### src/rtl/ple_pkg.sv
// ----------------------------------------------------------------------------
// ple_pkg: shared types and constants for the positional list engine
// Sizes, opcodes, status codes, item structs and the command that the
// control logic broadcasts to the row of storage cells.
// ----------------------------------------------------------------------------
package ple_pkg;

  // sizing
  localparam int CAPACITY  = 16;
  localparam int WORD_BITS = 32;
  localparam int CNT_W     = $clog2(CAPACITY + 1);
  localparam int SLOT_W    = (CAPACITY > 1) ? $clog2(CAPACITY) : 1;

  // fixed field widths of the items
  localparam int OP_W   = 3;
  localparam int VAL_W  = 32;
  localparam int POS_W  = 8;
  localparam int STAT_W = 2;
  localparam int OCC_W  = 7;

  // opcodes
  localparam logic [OP_W-1:0] OP_INS_FRONT = 3'd0;
  localparam logic [OP_W-1:0] OP_INS_BACK  = 3'd1;
  localparam logic [OP_W-1:0] OP_INS_POS   = 3'd2;
  localparam logic [OP_W-1:0] OP_DEL_FRONT = 3'd3;
  localparam logic [OP_W-1:0] OP_DEL_BACK  = 3'd4;
  localparam logic [OP_W-1:0] OP_DEL_POS   = 3'd5;
  localparam logic [OP_W-1:0] OP_LIST      = 3'd6;

  // status codes
  localparam logic [STAT_W-1:0] ST_DONE  = 2'd0;
  localparam logic [STAT_W-1:0] ST_RANGE = 2'd1;
  localparam logic [STAT_W-1:0] ST_FULL  = 2'd2;
  localparam logic [STAT_W-1:0] ST_EMPTY = 2'd3;

  // cell actions
  localparam logic [1:0] CK_HOLD   = 2'd0;
  localparam logic [1:0] CK_INSERT = 2'd1;
  localparam logic [1:0] CK_DELETE = 2'd2;
  localparam logic [1:0] CK_ROTATE = 2'd3;

  // input item
  typedef struct packed {
    logic [OP_W-1:0]  opcode;
    logic [VAL_W-1:0] value;
    logic [POS_W-1:0] position;
  } in_t;

  // result item
  typedef struct packed {
    logic [STAT_W-1:0] status;
    logic [VAL_W-1:0]  element;
    logic [OCC_W-1:0]  element_index;
    logic [OCC_W-1:0]  occupancy;
    logic              last;
  } out_t;

  // command broadcast to every cell
  typedef struct packed {
    logic [1:0]       kind;
    logic [CNT_W-1:0] slot;
    logic [CNT_W-1:0] count;
  } cell_cmd_t;

endpackage

### src/rtl/ple_cell.sv
// ----------------------------------------------------------------------------
// ple_cell: one storage slot of the list
// Holds one word and, per broadcast command, keeps it, takes the word of
// its left or right neighbor, takes the new word, or takes the head word.
// ----------------------------------------------------------------------------
module ple_cell (
  input  logic                             clk,
  input  ple_pkg::cell_cmd_t               cmd,
  input  logic [ple_pkg::SLOT_W-1:0]       idx,
  input  logic [ple_pkg::WORD_BITS-1:0]    new_word,
  input  logic [ple_pkg::WORD_BITS-1:0]    left,
  input  logic [ple_pkg::WORD_BITS-1:0]    right,
  input  logic [ple_pkg::WORD_BITS-1:0]    head,
  output logic [ple_pkg::WORD_BITS-1:0]    word
);

  logic [ple_pkg::CNT_W-1:0]     pos;
  logic [ple_pkg::CNT_W-1:0]     pos_inc;
  logic [ple_pkg::WORD_BITS-1:0] word_next;

  assign pos     = ple_pkg::CNT_W'(idx);
  assign pos_inc = pos + ple_pkg::CNT_W'(1);

  // pick the source for this slot
  always_comb begin
    word_next = word;
    case (cmd.kind)
      ple_pkg::CK_INSERT: begin
        if (pos == cmd.slot) begin
          word_next = new_word;
        end else if (pos > cmd.slot && pos <= cmd.count) begin
          word_next = left;
        end
      end
      ple_pkg::CK_DELETE: begin
        if (pos >= cmd.slot && pos_inc < cmd.count) begin
          word_next = right;
        end
      end
      ple_pkg::CK_ROTATE: begin
        if (pos_inc < cmd.count) begin
          word_next = right;
        end else if (pos_inc == cmd.count) begin
          word_next = head;
        end
      end
      default: begin
        word_next = word;
      end
    endcase
  end

  // storage
  always_ff @(posedge clk) begin
    word <= word_next;
  end

endmodule

### src/rtl/positional_list_engine.sv
// ----------------------------------------------------------------------------
// positional_list_engine: bounded ordered list with positional edits
// Keeps up to CAPACITY words in a row of cells with an occupancy count.
// ----------------------------------------------------------------------------
// An item is taken when start is high and busy is low. Every edit (insert
// or delete at front, back or a position) is applied at once: all cells shift
// toward or away from the edit slot in parallel, and the single result
// shows on result for one cycle right after, so a new item may follow in
// the next cycle. A list item on a non-empty list makes the occupied cells
// rotate one step a cycle and sends the head word out each cycle; busy
// stays high meanwhile, and after count steps the list is back in its
// order. A list on an empty list gives one empty marker the next cycle.
// Results cannot be held off, one at most per cycle, marked by result_valid.
// No clearing pass runs after reset.
// ----------------------------------------------------------------------------
module positional_list_engine (
  input  logic          clk,
  input  logic          rst,
  input  logic          start,
  output logic          busy,
  input  ple_pkg::in_t  command,
  output logic          result_valid,
  output ple_pkg::out_t result
);

  localparam logic S_IDLE = 1'b0;
  localparam logic S_LIST = 1'b1;

  logic                          state;
  logic                          state_next;
  logic [ple_pkg::CNT_W-1:0]     count;
  logic [ple_pkg::CNT_W-1:0]     count_next;
  logic [ple_pkg::CNT_W-1:0]     step;
  logic [ple_pkg::CNT_W-1:0]     step_inc;
  logic                          accept;
  logic                          full;
  logic                          empty;
  logic [ple_pkg::POS_W:0]       pos_w;
  logic [ple_pkg::POS_W:0]       cnt_w;
  logic [ple_pkg::STAT_W-1:0]    status;
  logic                          edit_result;
  ple_pkg::cell_cmd_t            cmd;
  logic [ple_pkg::WORD_BITS-1:0] new_word;
  logic [ple_pkg::WORD_BITS-1:0] words [ple_pkg::CAPACITY];

  assign busy     = (state == S_LIST);
  assign accept   = start && !busy;
  assign full     = (count == ple_pkg::CNT_W'(ple_pkg::CAPACITY));
  assign empty    = (count == '0);
  assign pos_w    = (ple_pkg::POS_W + 1)'(command.position);
  assign cnt_w    = (ple_pkg::POS_W + 1)'(count);
  assign step_inc = step + ple_pkg::CNT_W'(1);
  assign new_word = ple_pkg::WORD_BITS'(command.value);

  // decode the item into a cell command, new count and status
  always_comb begin
    cmd.kind    = ple_pkg::CK_HOLD;
    cmd.slot    = '0;
    cmd.count   = count;
    count_next  = count;
    status      = ple_pkg::ST_DONE;
    state_next  = state;
    edit_result = 1'b0;
    if (state == S_LIST) begin
      cmd.kind = ple_pkg::CK_ROTATE;
      if (step_inc == count) begin
        state_next = S_IDLE;
      end
    end else if (accept) begin
      edit_result = 1'b1;
      case (command.opcode)
        ple_pkg::OP_INS_FRONT, ple_pkg::OP_INS_BACK: begin
          if (full) begin
            status = ple_pkg::ST_FULL;
          end else begin
            cmd.kind   = ple_pkg::CK_INSERT;
            cmd.slot   = (command.opcode == ple_pkg::OP_INS_FRONT) ? '0 : count;
            count_next = count + ple_pkg::CNT_W'(1);
          end
        end
        ple_pkg::OP_INS_POS: begin
          if (pos_w == '0 || pos_w > cnt_w + (ple_pkg::POS_W + 1)'(1)) begin
            status = ple_pkg::ST_RANGE;
          end else if (full) begin
            status = ple_pkg::ST_FULL;
          end else begin
            cmd.kind   = ple_pkg::CK_INSERT;
            cmd.slot   = ple_pkg::CNT_W'(pos_w - (ple_pkg::POS_W + 1)'(1));
            count_next = count + ple_pkg::CNT_W'(1);
          end
        end
        ple_pkg::OP_DEL_FRONT, ple_pkg::OP_DEL_BACK: begin
          if (empty) begin
            status = ple_pkg::ST_EMPTY;
          end else begin
            cmd.kind   = ple_pkg::CK_DELETE;
            cmd.slot   = (command.opcode == ple_pkg::OP_DEL_FRONT) ? '0 :
                         count - ple_pkg::CNT_W'(1);
            count_next = count - ple_pkg::CNT_W'(1);
          end
        end
        ple_pkg::OP_DEL_POS: begin
          if (empty) begin
            status = ple_pkg::ST_EMPTY;
          end else if (pos_w == '0 || pos_w > cnt_w) begin
            status = ple_pkg::ST_RANGE;
          end else begin
            cmd.kind   = ple_pkg::CK_DELETE;
            cmd.slot   = ple_pkg::CNT_W'(pos_w - (ple_pkg::POS_W + 1)'(1));
            count_next = count - ple_pkg::CNT_W'(1);
          end
        end
        ple_pkg::OP_LIST: begin
          if (empty) begin
            status = ple_pkg::ST_EMPTY;
          end else begin
            edit_result = 1'b0;
            state_next  = S_LIST;
          end
        end
        default: begin
          status = ple_pkg::ST_DONE;
        end
      endcase
    end
  end

  // row of cells, each handing words to its neighbors
  for (genvar i = 0; i < ple_pkg::CAPACITY; i++) begin : g_cell
    logic [ple_pkg::WORD_BITS-1:0] left_word;
    logic [ple_pkg::WORD_BITS-1:0] right_word;
    if (i == 0) begin : g_first
      assign left_word = '0;
    end else begin : g_mid_l
      assign left_word = words[i-1];
    end
    if (i == ple_pkg::CAPACITY - 1) begin : g_end
      assign right_word = '0;
    end else begin : g_mid_r
      assign right_word = words[i+1];
    end
    ple_cell u_cell (
      .clk      (clk),
      .cmd      (cmd),
      .idx      (ple_pkg::SLOT_W'(i)),
      .new_word (new_word),
      .left     (left_word),
      .right    (right_word),
      .head     (words[0]),
      .word     (words[i])
    );
  end

  // control state
  always_ff @(posedge clk) begin
    if (rst) begin
      state        <= S_IDLE;
      count        <= '0;
      step         <= '0;
      result_valid <= 1'b0;
    end else begin
      state        <= state_next;
      count        <= count_next;
      result_valid <= edit_result || (state == S_LIST);
      if (state == S_LIST) begin
        step <= step_inc;
      end else begin
        step <= '0;
      end
    end
  end

  // result fields
  always_ff @(posedge clk) begin
    if (state == S_LIST) begin
      result.status        <= ple_pkg::ST_DONE;
      result.element       <= ple_pkg::VAL_W'(words[0]);
      result.element_index <= ple_pkg::OCC_W'(step_inc);
      result.occupancy     <= ple_pkg::OCC_W'(count);
      result.last          <= (step_inc == count);
    end else begin
      result.status        <= status;
      result.element       <= '0;
      result.element_index <= '0;
      result.occupancy     <= ple_pkg::OCC_W'(count_next);
      result.last          <= 1'b1;
    end
  end

endmodule

### config.mk
export PLATFORM = sky130hd
export DESIGN_NAME = positional_list_engine
export DESIGN_NICKNAME = d
export VERILOG_FILES = /design/src/rtl/ple_pkg.sv /design/src/rtl/ple_cell.sv /design/src/rtl/positional_list_engine.sv
export SDC_FILE = /design/constraint.sdc
export NUM_CORES = 2
export LEC_CHECK = 0
export BUFFER_PORTS_ARGS = -buffer_cell sky130_fd_sc_hd__clkbuf_2
export CAP_MARGIN = 10
export CORE_MARGIN = 2
export CORE_UTILIZATION = 45
export DETAILED_ROUTE_END_ITERATION = 10
export GPL_TIMING_DRIVEN = 0
export PLACE_DENSITY = 0.72
export SYNTH_ARGS = -nofsm -noshare
export SYNTH_HDL_FRONTEND = slang
export SYNTH_HIERARCHICAL = 1
export SYNTH_SLANG_ARGS = --single-unit
export TNS_END_PERCENT = 5
### constraint.sdc
create_clock -name clk -period 24.5 [get_ports clk]
set_input_delay 2.45 -clock clk [delete_from_list [all_inputs] [get_ports clk]]
set_output_delay 2.45 -clock clk [all_outputs]
set_load 0.01 [all_outputs]
==> run_summary.xml <==
<?xml version="1.0" encoding="UTF-8"?>
<metrics>
  <group name="clocking">
    <metric name="post_cts.resized_instances" unit="">0</metric>
    <metric name="clkSinkCount" unit="">569</metric>
    <metric name="clockBufferDepth" unit="">3</metric>
    <metric name="tritoncts" unit="">built</metric>
    <metric name="cts.hold.buffers_added" unit="">0</metric>
    <metric name="clock_transition_at_the_registers_of_the_reported_paths" unit="ns">0.06</metric>
    <metric name="ctsRootBufferMaster" unit="">sky130_fd_sc_hd__clkbuf_16</metric>
    <metric name="clk_latency" unit="ns">0.65</metric>
    <metric name="cts_setup_buffers" unit="">0</metric>
    <metric name="tritoncts.num_buffers" unit="">68</metric>
    <metric name="cts.htree.levels" unit="">3</metric>
  </group>
  <group name="placement">
    <metric name="dp_slack" unit="ns">16.60</metric>
    <metric name="place_congestion" unit="">1.00</metric>
    <metric name="port_buffers" unit="">89</metric>
    <metric name="dp_hpwl" unit="um">111000</metric>
  </group>
  <group name="worst_setup_path">
    <metric name="worst_ep_required_time" unit="ns">24.84</metric>
    <metric name="timing.critical_path.to_type" unit="">flop</metric>
    <metric name="critPathMaxStageDelay" unit="ns">1.09</metric>
    <metric name="cpLargestDelayFamily" unit="">simple AND/OR/NAND/NOR gates</metric>
    <metric name="setup.reg_to_reg.worst_slack" unit="ns">16.78</metric>
    <metric name="critical_path.max_fanout" unit="">19</metric>
    <metric name="crit_path_top_delay_cell" unit="">sky130_fd_sc_hd__dfxtp_1</metric>
    <metric name="timing.critical_path.arrival" unit="ns">8.06</metric>
    <metric name="critical_path_depth" unit="">21</metric>
    <metric name="path_buf_inv" unit="">6</metric>
    <metric name="path_class" unit="">reg -&gt; reg</metric>
    <metric name="r2r.worst_path.cells" unit="">21</metric>
    <metric name="setup.worst_path.start_class" unit="">flop</metric>
    <metric name="path_cells" unit="">buf_1 -&gt; nand3_1 -&gt; or3_1 -&gt; ha_1 -&gt; a2111oi_0 -&gt; o21ai_1 -&gt; o21a_1 -&gt; nor3_1 -&gt; o21bai_1 -&gt; a21oi_2 -&gt; buf_8 -&gt; inv_1 -&gt; ha_1 -&gt; nor2b_1 -&gt; nand4_1 -&gt; nand3_1 -&gt; a21oi_1 -&gt; nor4_2 -&gt; buf_6 -&gt; buf_4 -&gt; buf_4</metric>
  </group>
  <group name="sta">
    <metric name="layout_min_cycle_time" unit="ns">7.72</metric>
    <metric name="finalSetupTns" unit="ns">0</metric>
    <metric name="relSlewSlack" unit="%">5.32</metric>
    <metric name="timing_hold_violations_final" unit="">0</metric>
    <metric name="final-max-slew-violation-count" unit="">0</metric>
    <metric name="rsz_0062_raised_after_global_routing" unit="">no</metric>
    <metric name="fin_crit_sh" unit="%">31.5</metric>
    <metric name="setup-violations-final" unit="">0</metric>
    <metric name="timing.clock.skew" unit="ns">0.0237</metric>
    <metric name="timing_worst_slew_pin_value" unit="ns">1.42</metric>
    <metric name="achievable-frequency" unit="MHz">129</metric>
    <metric name="setup_slack" unit="ns">16.78</metric>
  </group>
  <group name="routing">
    <metric name="detail_route.iter0.violations" unit="">5573</metric>
    <metric name="totalWireLength" unit="um">162000</metric>
    <metric name="drt-pass1-iter-count" unit="">6</metric>
    <metric name="vias" unit="">38900</metric>
    <metric name="average_routed_wire_per_standard_cell" unit="um">26.4</metric>
    <metric name="viasPerCell" unit="">6.32</metric>
    <metric name="detail-route-antenna-nets" unit="">0</metric>
    <metric name="drc_errors" unit="">0</metric>
  </group>
  <group name="synth">
    <metric name="yosys_register_bits" unit="">569</metric>
    <metric name="ys.flop_type" unit="">sky130_fd_sc_hd__edfxtp_1</metric>
    <metric name="synth_cells" unit="">4385</metric>
    <metric name="ys_seq_area_share" unit="%">40.4</metric>
    <metric name="fraction_of_registers_with_async_set_reset" unit="%">0</metric>
    <metric name="synth_cell_types" unit="">76</metric>
    <metric name="synth_area" unit="um^2">40900</metric>
    <metric name="number_of_warning_messages_in_the_yosys_log" unit="">6</metric>
    <metric name="post_synth.cell_area_avg" unit="um^2">9.33</metric>
    <metric name="synth_edf_count" unit="">512</metric>
  </group>
  <group name="grt">
    <metric name="grt-ovfl-total" unit="">0</metric>
    <metric name="first_global_vias" unit="">37600</metric>
    <metric name="antenna_found_initial" unit="">11</metric>
    <metric name="globalRouteTotalUtil" unit="%">33.6</metric>
    <metric name="grt_start_max_net_pins" unit="">51</metric>
    <metric name="grt_first_pass_wirelength" unit="um">235000</metric>
  </group>
  <group name="die">
    <metric name="row_count" unit="">110</metric>
    <metric name="effective_utilization_at_floorplan" unit="%">45.4</metric>
    <metric name="ioPinCount" unit="">97</metric>
    <metric name="area_of_the_placeable_core" unit="um^2">90000</metric>
    <metric name="fp.dieArea" unit="um^2">93300</metric>
    <metric name="die_h" unit="um">305</metric>
    <metric name="die_w" unit="um">305</metric>
  </group>
  <group name="outcome">
    <metric name="outcome" unit="">completed</metric>
  </group>
  <group name="hold_path">
    <metric name="hold-path-cell-count" unit="">1</metric>
    <metric name="min_path_type" unit="">reg -&gt; reg</metric>
  </group>
  <group name="power_and_ir_drop">
    <metric name="cellLeakagePower" unit="nW">18.4</metric>
    <metric name="peak_supply_drop" unit="mV">0.0411</metric>
    <metric name="power-per-cell-area" unit="nW/um^2">52.6</metric>
    <metric name="p_total" unit="W">0.00247</metric>
  </group>
  <group name="job">
    <metric name="drv.max_cap_violation_count" unit="">0</metric>
  </group>
  <group name="final_layout">
    <metric name="layout_common_cells" unit="">1078 x sky130_fd_sc_hd__nand2_1, 512 x sky130_fd_sc_hd__edfxtp_1, 347 x sky130_fd_sc_hd__nor2b_1, 340 x sky130_fd_sc_hd__conb_1, 336 x sky130_fd_sc_hd__a31oi_1</metric>
    <metric name="final_common_cell" unit="">sky130_fd_sc_hd__nand2_1</metric>
    <metric name="drive_gt1_share" unit="%">11.4</metric>
    <metric name="syn2layout_area_growth" unit="%">14.9</metric>
    <metric name="fin_nets" unit="">5205</metric>
  </group>
</metrics>
layer usage:
| layer | global-route usage, % | up-vias | routed length, um |
|---|---|---|---|
| li1 | - | 17000 | - |
| met1 | 42.3 | 18600 | 60000 |
| met2 | 49.1 | 2700 | 67600 |
| met3 | 11.1 | 612 | 22500 |
| met4 | 22.6 | 0 | 12400 |
| met5 | 0 | - | 0 |
stage by stage:
| stage | util (%) | cell area, um^2 | std cells | hold WS [ns] |
|---|---|---|---|---|
| after CTS | 52.2 | 47000 | 6149 | 0.506 |
| final | 52.2 | 47000 | 6158 | 0.498 |
| after floorplan | - | 42200 | 4723 | 0.451 |
| after detailed placement | 49.8 | 44800 | 6025 | 0.486 |
| after global placement | 49.0 | 44100 | 5988 | 0.486 |
| after global routing | 52.2 | 47000 | 6156 | 0.524 |
state kept, by name, indices dropped and copies added (netlist names):
register	cells
busy	1
count	5
g_cell.u_cell/word	512
result	45
result_valid	1
step	5
synthesized netlist by cell type, types with 12 or more instances:
library cell	n	area, um^2
sky130_fd_sc_hd__xnor2_1	26	228
sky130_fd_sc_hd__mux2i_1	161	1610
sky130_fd_sc_hd__clkbuf_1	65	244
sky130_fd_sc_hd__dfxtp_1	57	1140
sky130_fd_sc_hd__o22ai_1	12	75.1
sky130_fd_sc_hd__buf_2	111	556
sky130_fd_sc_hd__nand3b_1	33	248
sky130_fd_sc_hd__and2_1	45	282
sky130_fd_sc_hd__a21oi_1	84	420
sky130_fd_sc_hd__and3_1	16	100
sky130_fd_sc_hd__o221a_2	20	225
sky130_fd_sc_hd__nor3_1	18	90.1
sky130_fd_sc_hd__a21o_1	17	128
sky130_fd_sc_hd__buf_6	61	687
sky130_fd_sc_hd__o21ai_0	57	285
sky130_fd_sc_hd__nand2b_1	15	93.8
sky130_fd_sc_hd__edfxtp_1	512	15400
sky130_fd_sc_hd__inv_1	153	574
sky130_fd_sc_hd__nor2b_1	347	2170
sky130_fd_sc_hd__nand4b_1	16	140
sky130_fd_sc_hd__a211o_1	15	131
sky130_fd_sc_hd__a211oi_1	333	2500
sky130_fd_sc_hd__ha_1	240	3000
sky130_fd_sc_hd__buf_4	69	518
sky130_fd_sc_hd__nand4_1	14	87.6
sky130_fd_sc_hd__o211ai_1	20	150
sky130_fd_sc_hd__nand2_1	1088	4080
sky130_fd_sc_hd__a221o_1	160	1600
sky130_fd_sc_hd__buf_1	26	97.6
sky130_fd_sc_hd__a31oi_1	336	2100
sky130_fd_sc_hd__xor2_1	21	184
sky130_fd_sc_hd__nand3_1	61	305
sky130_fd_sc_hd__nor2_1	50	188
worst paths after layout:
path | from | to
min | step[0] | step[0]
max | count[2] | g_cell[14].u_cell/word[2]
max reg2reg | count[2] | g_cell[14].u_cell/word[2]
min reg2reg | step[0] | step[0]
cells by family after synthesis:
group | synth area share, %
other | 0.0184
AND/OR/NAND/NOR | 20.3
buffers and inverters | 6.56
AO/OA/AOI/OAI | 20.4
flip-flops | 40.4
XOR/XNOR | 1.01
adder cells (fa/ha/maj) | 7.34
multiplexers | 3.97
cell type report:
| cell class | count | area, um^2 |
|---|---|---|
| clock inverter | 26 | 255 |
| antenna | 9 | 22.5 |
| sequential | 569 | 16500 |
| multi-input combinational | 3667 | 23100 |
| tap | 1176 | 1470 |
| buffer | 332 | 2100 |
| clock buffer | 98 | 1920 |
| inverter | 155 | 582 |
| fill | 8308 | 43000 |
| timing repair buffer | 126 | 1020 |
where the power goes:
part / total (W) / switching [W] / internal, W / leakage [nW]
combinational: 0.000355 / 0.000226 / 0.000130 / 12.2
clock: 0.00102 / 0.000445 / 0.000574 / 1.07
sequential: 0.00110 / 0.0000174 / 0.00108 / 5.08
No activity file was read; power rests on OpenSTA's default activity.
